===== src/hw/rtl/kst_ram.sv =====
// Generic single-write, single-read RAM with registered read data.
// No dependencies.
module kst_ram #(
  parameter int unsigned WIDTH = 64,
  parameter int unsigned DEPTH = 64
) (
  input  logic                     clk_i,
  input  logic                     we_i,
  input  logic [$clog2(DEPTH)-1:0] waddr_i,
  input  logic [WIDTH-1:0]         wdata_i,
  input  logic                     re_i,
  input  logic [$clog2(DEPTH)-1:0] raddr_i,
  output logic [WIDTH-1:0]         rdata_o
);

  logic [WIDTH-1:0] mem_q [DEPTH];
  logic [WIDTH-1:0] rdata_q;

  always_ff @(posedge clk_i) begin
    if (we_i) begin
      mem_q[waddr_i] <= wdata_i;
    end
    if (re_i) begin
      rdata_q <= mem_q[raddr_i];
    end
  end

  assign rdata_o = rdata_q;

endmodule


===== config.mk =====
export PLATFORM = sky130hd
export DESIGN_NAME = kst_ram
export DESIGN_NICKNAME = d
export VERILOG_FILES = /design/src/hw/rtl/kst_ram.sv
export SDC_FILE = /design/constraint.sdc
export NUM_CORES = 2
export LEC_CHECK = 0
export BUFFER_PORTS_ARGS = -buffer_cell sky130_fd_sc_hd__buf_2
export CAP_MARGIN = 20
export CORE_ASPECT_RATIO = 1.25
export CORE_MARGIN = 4
export CORE_UTILIZATION = 45
export DETAILED_ROUTE_END_ITERATION = 10
export MAX_ROUTING_LAYER = met4
export SLEW_MARGIN = 25
export SYNTH_ARGS = -nofsm -noshare
export SYNTH_HDL_FRONTEND = slang
export SYNTH_SLANG_ARGS = --single-unit

===== constraint.sdc =====
create_clock -name clk_i -period 16.7 [get_ports clk_i]
set_input_delay 3.34 -clock clk_i [delete_from_list [all_inputs] [get_ports clk_i]]
set_output_delay 3.34 -clock clk_i [all_outputs]
set_load 0.01 [all_outputs]

Word level (Yosys, flattened, before mapping)
Memories as Yosys holds them, arrays and structs flattened. A register that Yosys moved wholly into a read port is not among the register bits.
Index checks and enable logic that the tools add are counted.
Widths: inputs -> output; s select.
{"block": "word_totals", "register_bits": 0, "ramBits": 4096, "input_bits": 79, "wordCells": 3, "n_memories": 1}
{"name": "mem_q", "depth": 64, "width": 64, "read_ports": 1, "rd_clocked_by_memory_dff": 1, "wr": 1, "line_no": "16", "text": "logic [WIDTH-1:0] mem_q [DEPTH];"}
{"block": "op_classes", "muxes": 2}
{"cell": "$mux 1", "n": 2}

Depth between registers and ports, before layout
{"block": "depth", "ltp_word": 2, "ltp_mapped": 9, "ltp_nobuf": 5}

Least setup slack after synthesis
OpenSTA, ideal clock, no wires.
{"block": "synth_path", "kind": "in2reg", "start": "in waddr_i[3]", "end": "mem mem_q[48][0] (enable)", "t_arrival_ns": 8.212, "t_required_ns": 16.136, "path_slack_ns": 7.924, "cell_stages": 4, "path_buffers": 1, "cell_sequence": "clkbuf_1 nor2b_1 nand4b_1 nor3_1"}
{"item": "start, declared", "line_no": "9", "text": "input logic [$clog2(DEPTH)-1:0] waddr_i,"}
{"item": "end, declared", "line_no": "16"}
Straight into the memory's write port.

==> flow_summary.toml <==
[run_status]
outcome = "complete, no violations"

[placement]
dpl.hpwl_um = 238000
gp_congestion = 0.790
dp_slack_ns = 8.57
io_buffers = 142
dp.cells = 11234

[finish]
fin_cells = 11950
final_common_cell = "edfxtp_1"
area_delta_synth_final_pct = 12.9
fin_nets = 7077
most-common-layout-cells = "edfxtp_1 (4,160), mux4_2 (1,024), clkbuf_16 (400)"
drive_above_1_share = 0.282
fillCellCount = 27240

[detailed_routing]
viasPerCell = 6.36
via_count = 75963
postRouteAntennaNets = 0
drt-initial-drc-count = 9496
drc_errors = 0
wirelength_um = 445000
wire_per_inst_um = 37.3
first_pass_iters = 5

[timing]
rsz0062_at_grt = "no"
fin_crit_ns = 6.90
setup_ws_ns = 9.80
relSlewSlack = 0.233
clock_skew_ns = 0.0460
worst_pin_slew_ns = 1.15
setup_tns_ns = 0
setup_viol = 0
hold_viol = 0
report.final.slew_viol_count = 0
fmax_ghz = 0.145
min_period_over_period = 0.413

[clock_network]
cts_hold_buf = 0
clock_sinks = 4160
cts_setup_buffers = 0
clkTransAtPathRegs_ns = 0.06
clock_path_buffers = 4
root_buffer = "clkbuf_16"
cts_tree = "built"
cts_buffers = 391
clkLatencyLatePin_ns = 0.93
postCtsResizedCells = 0
htreeDepth = 5

[logic_synthesis]
post_synth_main_area_contributors = "edfxtp_1 (80%), mux4_2 (15%), mux2i_1 (0.86%)"
post_synth.cell_area_avg_sq_um = 23.8
synth_top_cell_area_share = 0.796
synth-seq-cells = 4160
ys_types = 32
synth_largest_area_cell = "edfxtp_1"
synth_edf_count = 4160
yosysSeqAreaShare = 0.796
async_reset_ff_frac = 0
synth_cells = 6598
yosysWarnings = 0
syn-cell-area_sq_um = 157000
syn-num-nets = 6677
ys.flop_type = "edfxtp_1"

[floorplan]
initial_core_util = 0.452
core_area_sq_um = 348000
io-pin-count = 143
row_count = 242
die_area_sq_um = 358000
die_x_um = 536
die_h_um = 668

[pwr]
p_leak_nw = 54.7
ir_worst_vdd_mv = 0.0829
pwr_density_cell_nw_per_um2 = 121
p_total_mw = 21.4

[hold_path]
hp-class = "register to register"

[global_routing]
grt_pass1_wl_um = 618000
grt.total_usage = 0.255
grt_pass1_vias = 76408
grt_max_degree = 127
antenna_found_initial = 35
grt_overflow = 0

[worst_setup_path]
cp_slowest_cell = "buf_4"
path_class = "input pin to register"
arrival_ns = 7.50
cp_max_fo = 116
cp.buffers_inverters = 4
worst_ep_required_time_ns = 17.30
critical_path.top_delay_family = "buffers and inverters"
cp_slowest_stage_delay_ns = 0.88
critical_path.cell_chain = "buf_8 > buf_12 > buf_6 > buf_4 > mux4_2 > or3_1 > a41oi_1 > a211oi_1"
setup.worst_path.end_class = "register"
worst_setup_path_start_kind = "input pin"

[job]
cap_violations = 0
-- worst paths after layout --
kind | slack [ns] | depth (start not counted) | to | from
worst max-delay path | 9.80 | 8 | rdata_o[36] | raddr_i[1]
worst min-delay path | 0.89 | 4 | rdata_o[12] | mem_q[44][12]
worst max register to register | 14.24 | 4 | rdata_o[40] | mem_q[36][40]
worst min register to register | 0.89 | 4 | rdata_o[12] | mem_q[44][12]
-- routing by layer --
metal  GRT usage  vias to the layer above  share of wire
met5           -                        -              0
met4      0.0782                        0          0.035
met3      0.0337                      760          0.075
met2       0.413                     3702           0.50
met1       0.340                    42170           0.39
li1            -                    29331              -
-- worst reg2reg max path, cell delays in order, from the launching register on --
cell and delay, ns:
edfxtp_1 0.38, mux4_2 0.46, or3_1 0.31, a41oi_1 0.87, a211oi_1 0.11
-- where the power goes --
part           switching [mW]  internal [mW]
clock network            3.81           5.01
logic                   0.612          0.355
registers              0.0374           11.6
-- synthesized netlist by cell type, drive strengths merged, types with 2 or more instances --
cell     count
and3        64
nand2       58
a41oi       26
or2         28
nand3       45
nor3         2
mux4      1024
clkbuf     140
edfxtp    4160
nand2b      11
or3         29
a211oi      63
a22oi      168
a2bb2oi     19
inv         19
a31oi       18
and2         3
nand3b       2
mux2i      135
nand4        2
nor2       112
o22ai       83
nor2b       28
o221ai      38
buf        230
a22o        88
-- cell families after synthesis --
kind of cell	share of synthesized area
compound gates	0.0247
mux	0.156
flops	0.796
simple gates	0.0123
buf+inv	0.0118
-- stage by stage --
stage	util	hold WS [ns]	instance area [sq um]
global placement	0.472	0.890	164000
detailed placement	0.473	0.896	164000
finish	0.510	0.893	177000
CTS	0.509	0.890	177000
floorplan	-	0.865	157000
global route	0.510	0.939	177000
-- registers in the layout (all words and copies together) (netlist names) --
name     cells
rdata_o     64
mem_q     4096
-- layout make-up --
cell class                 count  area (sq um)  share of cell area
clock buffer                 465         10300              0.0579
antenna                       17          42.5            0.000240
sequential                  4160        125000               0.705
multi-input combinational   2049         30800               0.174
inverter                      19          71.3            0.000403
clock inverter               227          2240              0.0126
tap                         4636          5800              0.0327
timing repair buffer         377          3060              0.0173
Power figures use the tool's default switching activity.
