$ cat src/hw/rtl/kst_pkg.sv
// Package for the keyed set table.
// Holds the operation and status codes and the scan status struct.
// No dependencies.
package kst_pkg;

  localparam int unsigned KEY_W    = 32;
  localparam int unsigned PAY_W    = 32;
  localparam int unsigned CNT_OUT_W = 7;

  typedef enum logic [1:0] {
    OP_ADD    = 2'd0,
    OP_REMOVE = 2'd1,
    OP_GET    = 2'd2,
    OP_POP    = 2'd3
  } op_e;

  typedef enum logic [2:0] {
    ST_OK       = 3'd0,
    ST_DUP      = 3'd1,
    ST_NOTFOUND = 3'd2,
    ST_EMPTY    = 3'd3,
    ST_FULL     = 3'd4
  } status_e;

  typedef struct packed {
    logic done;
    logic hit;
  } scan_stat_t;

endpackage

$ cat src/hw/rtl/kst_scan.sv
// Linear scan unit: walks slots 0 .. count-1, one read issued and one key
// compared per cycle while run_i is high. Depends on kst_pkg.
module kst_scan #(
  parameter int unsigned CAPACITY = 64
) (
  input  logic                        clk_i,
  input  logic                        rst_ni,
  input  logic                        start_i,
  input  logic                        run_i,
  input  logic [kst_pkg::KEY_W-1:0]   key_i,
  input  logic [$clog2(CAPACITY+1)-1:0] cnt_i,
  input  logic [kst_pkg::KEY_W-1:0]   rd_key_i,
  output logic                        rd_en_o,
  output logic [$clog2(CAPACITY)-1:0] rd_addr_o,
  output logic [$clog2(CAPACITY)-1:0] slot_o,
  output kst_pkg::scan_stat_t         stat_o
);
  import kst_pkg::*;

  localparam int unsigned AW    = $clog2(CAPACITY);
  localparam int unsigned CNT_W = $clog2(CAPACITY + 1);

  logic [CNT_W-1:0] idx_q, idx_d;
  logic             pend_q, pend_d;
  logic [AW-1:0]    pidx_q, pidx_d;
  logic             hit, miss, issue;

  assign hit   = run_i && pend_q && (rd_key_i == key_i);
  assign miss  = run_i && !pend_q && (idx_q >= cnt_i);
  assign issue = run_i && !hit && (idx_q < cnt_i);

  always_comb begin
    idx_d  = idx_q;
    pend_d = issue;
    pidx_d = idx_q[AW-1:0];
    if (start_i) begin
      idx_d  = '0;
      pend_d = 1'b0;
    end else if (issue) begin
      idx_d = idx_q + 1'b1;
    end
  end

  always_ff @(posedge clk_i or negedge rst_ni) begin
    if (!rst_ni) begin
      idx_q  <= '0;
      pend_q <= 1'b0;
    end else begin
      idx_q  <= idx_d;
      pend_q <= pend_d;
    end
  end

  always_ff @(posedge clk_i) begin
    pidx_q <= pidx_d;
  end

  assign rd_en_o     = issue;
  assign rd_addr_o   = idx_q[AW-1:0];
  assign slot_o      = pidx_q;
  assign stat_o.done = hit || miss;
  assign stat_o.hit  = hit;

endmodule
$ cat config.mk
export PLATFORM = sky130hd
export DESIGN_NAME = kst_scan
export DESIGN_NICKNAME = d
export VERILOG_FILES = /design/src/hw/rtl/kst_pkg.sv /design/src/hw/rtl/kst_scan.sv
export SDC_FILE = /design/constraint.sdc
export NUM_CORES = 1
export LEC_CHECK = 0
export ABC_AREA = 0
export BUFFER_PORTS_ARGS = -buffer_cell sky130_fd_sc_hd__buf_4
export CAP_MARGIN = 20
export CORE_MARGIN = 10
export CORE_UTILIZATION = 39
export CTS_BUF_LIST = sky130_fd_sc_hd__clkbuf_4
export DETAILED_ROUTE_END_ITERATION = 8
export PLACE_DENSITY = 0.87
export SYNTH_ARGS = -nofsm -noshare
export SYNTH_HDL_FRONTEND = slang
export SYNTH_SLANG_ARGS = --single-unit
export TNS_END_PERCENT = 10
$ cat constraint.sdc
create_clock -name clk_i -period 2.25 [get_ports clk_i]
set_input_delay 0.45 -clock clk_i [delete_from_list [all_inputs] [get_ports clk_i]]
set_output_delay 0.45 -clock clk_i [all_outputs]
set_load 0.01 [all_outputs]
# Word-level counts from Yosys, hierarchy flattened
# Index checks and enable logic that the tools add are counted.
dict set report totals {
  ff_bits 14
  latch_bits 0
  ram_bits 0
  mem_bits_ro 0
  inputBits 75
  output_inout_bits 15
  elab_cells 20
  mem_count 0
}
dict set report op_classes {
  n_addsub 1
  mul 0
  div 0
  n_lt_le_gt_ge 2
  eq_ne 1
  n_shift 0
  n_mux 3
  bitwise 0
  n_reduce_logical 10
}
# op n
set ops {}
lappend ops {{== test 32 bit} 1}
lappend ops {{2-to-1 mux 7 bit} 2}
lappend ops {{adder 7 x 1 -> 7 bit (second input constant)} 1}
lappend ops {{>= comparator 7 bit} 1}
lappend ops {{less-than comparator 7 bit} 1}
lappend ops {{logical AND 1 bit} 6}
lappend ops {{zero test 1 bit} 2}
lappend ops {{nonzero test 2 bit} 1}
lappend ops {{logical OR 1 bit} 1}
lappend ops {{2-to-1 mux 1 bit} 1}

# Depth between registers and ports, before layout
# Gate-level depths: netlist of run 1.
dict set report logic_depth {
  depth_word 7
  mapped_depth 8
  mapped_depth_nobuf 8
}

# Least setup slack after synthesis of run 1
# Ideal clock, no wire load.
dict set report synth_timing {
  path_kind {input-to-output}
  from {input port key_i[3] (netlist name)}
  to {output port stat_o[0] (netlist name)}
  arrival_time_ps 1771
  t_required_ps 1800
  setup_slack_ps 29
  cell_stages 6
  path_buffers 1
  path_cell_list {xnor2_1 nand2_1 or4_1 or4_1 nor3_1 buf_4}
}
dict set report synth_between {
  elab_chain_cells 2
}
# element line
set synth_lines {}
lappend synth_lines {{from (decl)} kst_scan.sv:10} ;# input logic [kst_pkg::KEY_W-1:0] key_i,
lappend synth_lines {{== test 32 bit} kst_scan.sv:28} ;# assign hit = run_i && pend_q && (rd_key_i == key_i);
lappend synth_lines {{logical AND 1 bit} kst_scan.sv:28}
lappend synth_lines {{to (decl)} kst_scan.sv:16} ;# output kst_pkg::scan_stat_t stat_o
# Every way passes these cells.

==> impl_metrics.env, run 1 <==
export IMPL_status="finished with violations"
export IMPL_violations="negative setup slack"
export IMPL_ys_ff_latch=14
export IMPL_synth_edff_count=0
export IMPL_area_growth_synth_to_final_pct=71.4
export IMPL_coreArea_um2=3130
export IMPL_p_sw_w=0.000214
export IMPL_first_iter_violations=37
export IMPL_hold_violations=0
export IMPL_p_int_w=0.000523
export IMPL_setup_ws_ns=-0.190
export IMPL_worst_pin_slew_ns=0.366
export IMPL_ys_warn_count=0
export IMPL_criticalPathCategory="primary input to primary output"
export IMPL_clockBufferDepth=2
export IMPL_synthArstFlopShare_pct=57.1
export IMPL_rsz0062_at_grt="yes"
export IMPL_synth_top_flop_cell="dfrtp_1"
export IMPL_crit_chain="buf_4, xnor2_2, nand2_1, or4_1, or4_4, nor3_4, buf_6"
export IMPL_synth_cell_types=33
export IMPL_power_total_w=0.000738
export IMPL_synthXorXnorAreaFrac_pct=21.5
export IMPL_track_usage_pct=15.3
export IMPL_synth_area_leader_cell="dfrtp_1"
export IMPL_insertion_delay_ns=0.29
export IMPL_drc=0
export IMPL_timing_final_crit_share_pct=108
export IMPL_synth_top_family_by_area="simple AND/OR/NAND/NOR gates"
export IMPL_hold_path_class="primary input to register"
export IMPL_clkTransAtPathRegs_ns=0.08
export IMPL_fp_dieArea_um2=6050
export IMPL_placed_cell_area_um2=2070
export IMPL_synthTopCellsByArea="dfrtp_1 (15%), xor2_1 (15%), dfxtp_1 (9.2%)"
export IMPL_antenna_cells=0
export IMPL_syn_nets=224
export IMPL_final_max_slew_violation_count=0
export IMPL_final_nets=326
export IMPL_antenna_left=0
export IMPL_p_clk_share_pct=21.8
export IMPL_syn_area_per_cell_um2=9.24
export IMPL_clock_root_buffer="clkbuf_4"
export IMPL_powerDensity_nw_per_um2=331
export IMPL_pin_count=90
export IMPL_layout_min_cycle_time_ns=2.44
export IMPL_die_h_um=77.8
export IMPL_start_kind="primary input"
export IMPL_preCtsSetupSlack_ns=-0.226
export IMPL_final_common_cell="buf_4"
export IMPL_grt_start_max_net_pins=13
export IMPL_finalSetupViolations=3
export IMPL_critPathMaxStageDelay_ns=0.46
export IMPL_synthCells=141
export IMPL_port_buffers=89
export IMPL_grt_ovfl_total=0
export IMPL_grt_antenna_before_repair=0
export IMPL_synth_compound_area_share_pct=9.13
export IMPL_clock_sinks=14
export IMPL_drive_above_1_share_pct=54.1
export IMPL_gp_congestion=0.877
export IMPL_wl_per_cell_um=16.9
export IMPL_vias=1416
export IMPL_crit_fanout=2
export IMPL_start_util_pct=41.6
export IMPL_synth_simple_gate_area_share_pct=25.1
export IMPL_grt_pass1_vias=1539
export IMPL_comb_power_share_pct=42.7
export IMPL_power_frac_seq_pct=35.6
export IMPL_cp_data_required_time_ns=1.80
export IMPL_p_sw_share_pct=29.1
export IMPL_numCtsBuffers=3
export IMPL_slew_headroom_pct=75.4
export IMPL_fmax_mhz=410
export IMPL_crit_buf_inv=2
export IMPL_cap_violations=0
export IMPL_skew_ns=0.00984
export IMPL_die_x_um=77.8
export IMPL_finalWirelength_um=4840
export IMPL_via_per_inst=4.95
export IMPL_grt_pass1_wl_um=7420
export IMPL_syn_cell_area_um2=1300
export IMPL_critPathTopFamily="simple AND/OR/NAND/NOR gates"
export IMPL_synthMuxAreaShare_pct=4.23
export IMPL_cpMaxStageDelayCell="or4_1"
export IMPL_finish_instance_area_um2=2230
export IMPL_yosys_area_share_adder_pct=7.68
export IMPL_htree_levels=1
export IMPL_whs_ns=0.402
export IMPL_worst_setup_path_end_kind="primary output"
export IMPL_ys_seq_area_share_pct=24.6
export IMPL_post_dp_hpwl_um=3940
export IMPL_rows=20
export IMPL_cp_arrival_ns=1.99
export IMPL_netlist_area_leader_share_pct=15.4
export IMPL_final_cell_mix="buf_4 (103), xor2_1 (22), inv_1 (10)"
export IMPL_cts_tree="built"
export IMPL_p_leak_nw=1.13
export IMPL_vdd_drop_max_mv=0.158
export IMPL_drtPass1Iterations=6
-- through the flow --
stage / TNS, ns / std cells / util, %
finish: -0.379 / 286 / 71.4
global route: -0.611 / 286 / 71.4
CTS: -0.356 / 286 / 70.0
detailed placement: -0.726 / 279 / 66.1
global placement: -0.663 / 279 / 66.1
floorplan: 0 / 141 / -
-- kinds of logic after synthesis --
kind of cell,after synthesis
multiplexers,4
XOR/XNOR,32
AND/OR/NAND/NOR,48
AO/OA/AOI/OAI,16
adder cells (fa/ha/maj),8
flip-flops,14
buffers and inverters,19
-- sequential cells by signal (all words and copies together) (netlist names) --
| signal | count |
|---|---|
| idx_q | 7 |
| slot_o | 6 |
| pend_q | 1 |
-- cells in the mapped netlist (all sizes together) (3+ instances only) --
master   n
inv     10
buf      8
nand2    3
nand3    6
a21oi    6
xnor2   10
nand2b   3
a21o     3
nor4     9
xor2    22
nor3     4
ha       8
nor2     5
dfrtp    8
or4      5
dfxtp    6
mux2     3
nand4    6
o31ai    3
-- power groups by stage --
stage	Clock, W	Combinational, W	Sequential (W)
after floorplan	0	0.000114	0.000273
after detailed placement	0	0.000284	0.000268
final	0.000161	0.000315	0.000262
after global routing	0.000178	0.000341	0.000264
after CTS	0.000163	0.000304	0.000262
after global placement	0	0.000277	0.000268
-- layout make-up --
cell class | instances | area (µm²)
timing repair buffer | 106 | 806
inverter | 10 | 37.5
tap | 44 | 55.1
clock buffer | 4 | 30.0
sequential | 14 | 320
multi-input combinational | 108 | 983
fill | 243 | 896
-- worst reg2reg max path, delay by kind of cell (launching register included) --
| family | cells | cell delay (ns) |
|---|---|---|
| compound gates | 4 | 0.69 |
| mux | 1 | 0.33 |
| simple gates | 1 | 0.34 |
| flops | 1 | 0.42 |
| fa+ha+maj | 1 | 0.23 |
-- final timing paths --
kind / from / slack [ns] / end / depth (start not counted)
setup / recovery: key_i[3] / -0.19 / stat_o[0] / 7
hold / removal: start_i / 0.40 / idx_q[6] / 2
setup reg to reg: idx_q[4] / 0.15 / idx_q[5] / 7
hold reg to reg: idx_q[5] / 0.52 / slot_o[5] / 1
max in group asynchronous: rst_ni / 1.60 / idx_q[4] / 2
min in group asynchronous: rst_ni / 0.52 / idx_q[6] / 2
-- timing repair --
action                                  4_1_cts  5_1_grt
gates cloned                                  0        0
setup buffers                                 2        0
hold endpoints to repair                      8        0
gates resized for setup                      10        7
endpoints found under the setup margin        3        4
hold buffers                                  1        0
pin swaps                                     4        2
-- routing by layer --
layer	up-vias	part of all wire [%]	global-route usage, %	wire length, µm
met4	0	2.9	6.75	141
met3	10	5.1	4.26	246
met5	-	0	0	0
li1	700	-	-	-
met1	665	33	13.4	1610
met2	41	59	31.1	2840
Power figures use the tool's default switching activity.
==> run 2: changes to the inputs <==
- PLACE_DENSITY: 0.87 -> 0.91
==> impl_metrics.env, run 2 (synthesis gave the netlist of run 1 again) <==
export IMPL_vias=1450
export IMPL_die_h_um=77.8
export IMPL_antenna_left=0
export IMPL_grt_pass1_vias=1557
export IMPL_final_max_slew_violation_count=0
export IMPL_final_cell_mix="buf_4 (100), xor2_1 (22), inv_1 (10)"
export IMPL_hold_path_class="primary input to register"
export IMPL_grt_start_max_net_pins=13
export IMPL_crit_fanout=2
export IMPL_clkTransAtPathRegs_ns=0.08
export IMPL_final_common_cell="buf_4"
export IMPL_power_frac_seq_pct=36.2
export IMPL_skew_ns=0.00480
export IMPL_startpoint="key_i[29]"
export IMPL_drc=0
export IMPL_post_dp_hpwl_um=4070
export IMPL_hold_violations=0
export IMPL_slew_headroom_pct=80.1
export IMPL_p_sw_share_pct=29.8
export IMPL_first_iter_violations=56
export IMPL_worst_setup_path_end_kind="primary output"
export IMPL_setup_ws_ns=-0.160
export IMPL_p_int_w=0.000509
export IMPL_die_x_um=77.8
export IMPL_cp_arrival_ns=1.96
export IMPL_numCtsBuffers=3
export IMPL_vdd_drop_max_mv=0.185
export IMPL_port_buffers=89
export IMPL_cap_violations=0
export IMPL_drive_above_1_share_pct=53.9
export IMPL_crit_chain="buf_4, xnor2_2, nand2_1, or4_1, or4_1, nor3_2, buf_4"
export IMPL_critPathTopFamily="simple AND/OR/NAND/NOR gates"
export IMPL_insertion_delay_ns=0.29
export IMPL_hold_depth=2
export IMPL_clockBufferDepth=2
export IMPL_coreArea_um2=3130
export IMPL_via_per_inst=5.02
export IMPL_critPathMaxStageDelay_ns=0.45
export IMPL_track_usage_pct=15.5
export IMPL_drtPass1Iterations=4
export IMPL_layout_min_cycle_time_ns=2.41
export IMPL_finalWirelength_um=4930
export IMPL_r2r_slack_ns=0.05
export IMPL_final_cells=289
export IMPL_rows=20
export IMPL_worst_pin_slew_ns=0.296
export IMPL_status="finished with violations"
export IMPL_worstReg2RegStart="idx_q[4]"
export IMPL_final_nets=329
export IMPL_criticalPathCategory="primary input to primary output"
export IMPL_finish_instance_area_um2=2260
export IMPL_violations="negative setup slack"
export IMPL_gp_congestion=0.789
export IMPL_powerDensity_nw_per_um2=321
export IMPL_reg2regPathDepth=8
export IMPL_dp_cells=280
export IMPL_fp_dieArea_um2=6050
export IMPL_clock_sinks=14
export IMPL_p_leak_nw=1.12
export IMPL_cts_tree="built"
export IMPL_htree_levels=1
export IMPL_comb_power_share_pct=43.5
export IMPL_largest_register_ffs=7
export IMPL_placed_cell_area_um2=2090
export IMPL_grt_ovfl_total=0
export IMPL_clock_root_buffer="clkbuf_4"
export IMPL_p_clk_share_pct=20.3
export IMPL_start_util_pct=41.6
export IMPL_cp_data_required_time_ns=1.80
export IMPL_timing_rr_end="idx_q[5]"
export IMPL_antenna_cells=0
export IMPL_grt_pass1_wl_um=7540
export IMPL_largest_register="idx_q"
export IMPL_crit_buf_inv=2
export IMPL_fmax_mhz=415
export IMPL_wl_per_cell_um=17.1
export IMPL_holdPathEnd="idx_q[4]"
export IMPL_min_delay_start="start_i"
export IMPL_area_growth_synth_to_final_pct=73.7
export IMPL_cpMaxStageDelayCell="or4_1"
export IMPL_finalSetupViolations=3
export IMPL_start_kind="primary input"
export IMPL_timing_final_crit_share_pct=107
export IMPL_rsz0062_at_grt="yes"
export IMPL_grt_antenna_before_repair=0
export IMPL_p_sw_w=0.000216
export IMPL_pin_count=90
[run 2: cell count changes in the layout (fill, tap and decap cells not counted), sizes merged]
cell    change
clkbuf      -1
clkinv      +1
buf         +3
[run 2: area by class of cell]
type / instances / area (µm²)
clock buffers: 3 / 22.5
clock inverters: 1 / 3.75
inverters: 10 / 37.5
fillers: 237 / 866
repair buffers: 109 / 860
multi-input cells: 108 / 963
well taps: 44 / 55.1
flip-flops and latches: 14 / 320
[run 2: through the flow]
| stage | power (W) | setup WS, ns | utilization [%] | setup TNS [ns] | hold slack (ns) |
|---|---|---|---|---|---|
| floorplan | 0.000387 | 0.0287 | - | 0 | 0.154 |
| global placement | 0.000547 | -0.153 | 66.7 | -0.542 | 0.274 |
| detailed placement | 0.000554 | -0.172 | 66.7 | -0.751 | 0.276 |
| CTS | 0.000717 | -0.132 | 70.3 | -0.381 | 0.390 |
| global route | 0.000776 | -0.241 | 72.3 | -0.621 | 0.401 |
| finish | 0.000725 | -0.160 | 72.3 | -0.307 | 0.397 |
[run 2: worst max path at each step]
stage,slack (ns),end,depth (start not counted)
floorplan,0.03,stat_o[0],6
global placement,-0.15,stat_o[0],7
detailed placement,-0.17,stat_o[0],7
CTS,-0.13,stat_o[1],7
global route,-0.24,stat_o[0],7
finish,-0.16,stat_o[0],7
[run 2: repair_timing]
| item | CTS | global route |
|---|---|---|
| endpoints found under the hold margin | 8 | 0 |
| setup buffers | 0 | 4 |
| setup endpoints to repair | 3 | 3 |
| gates resized for setup | 13 | 5 |
| gates cloned | 0 | 0 |
| hold buffers | 1 | 0 |
| pin swaps | 6 | 9 |
[run 2: layer usage]
layer,vias up,GRT usage [%],routed length (µm)
li1,707,-,-
met1,677,15.4,1630
met2,54,30.1,2890
met3,12,2.88,250
met4,0,6.93,163
met5,-,0,0
[run 2: power groups by stage]
stage	clock (W)	combinational [W]	sequential, W
5_1_grt	0.000168	0.000345	0.000263
3_5_place_dp	0	0.000287	0.000268
2_1_floorplan	0	0.000114	0.000273
3_3_place_gp	0	0.000280	0.000267
6_report	0.000147	0.000316	0.000262
4_1_cts	0.000152	0.000304	0.000262
[run 2: worst register-to-register path, delay by kind of cell, from the launching register on]
kind                     cells  cell delay (ns)
AND/OR/NAND/NOR              1             0.29
adder cells (fa/ha/maj)      1             0.23
AO/OA/AOI/OAI                4             0.68
multiplexers                 1             0.32
flip-flops                   1             0.42
buffers and inverters        1             0.16
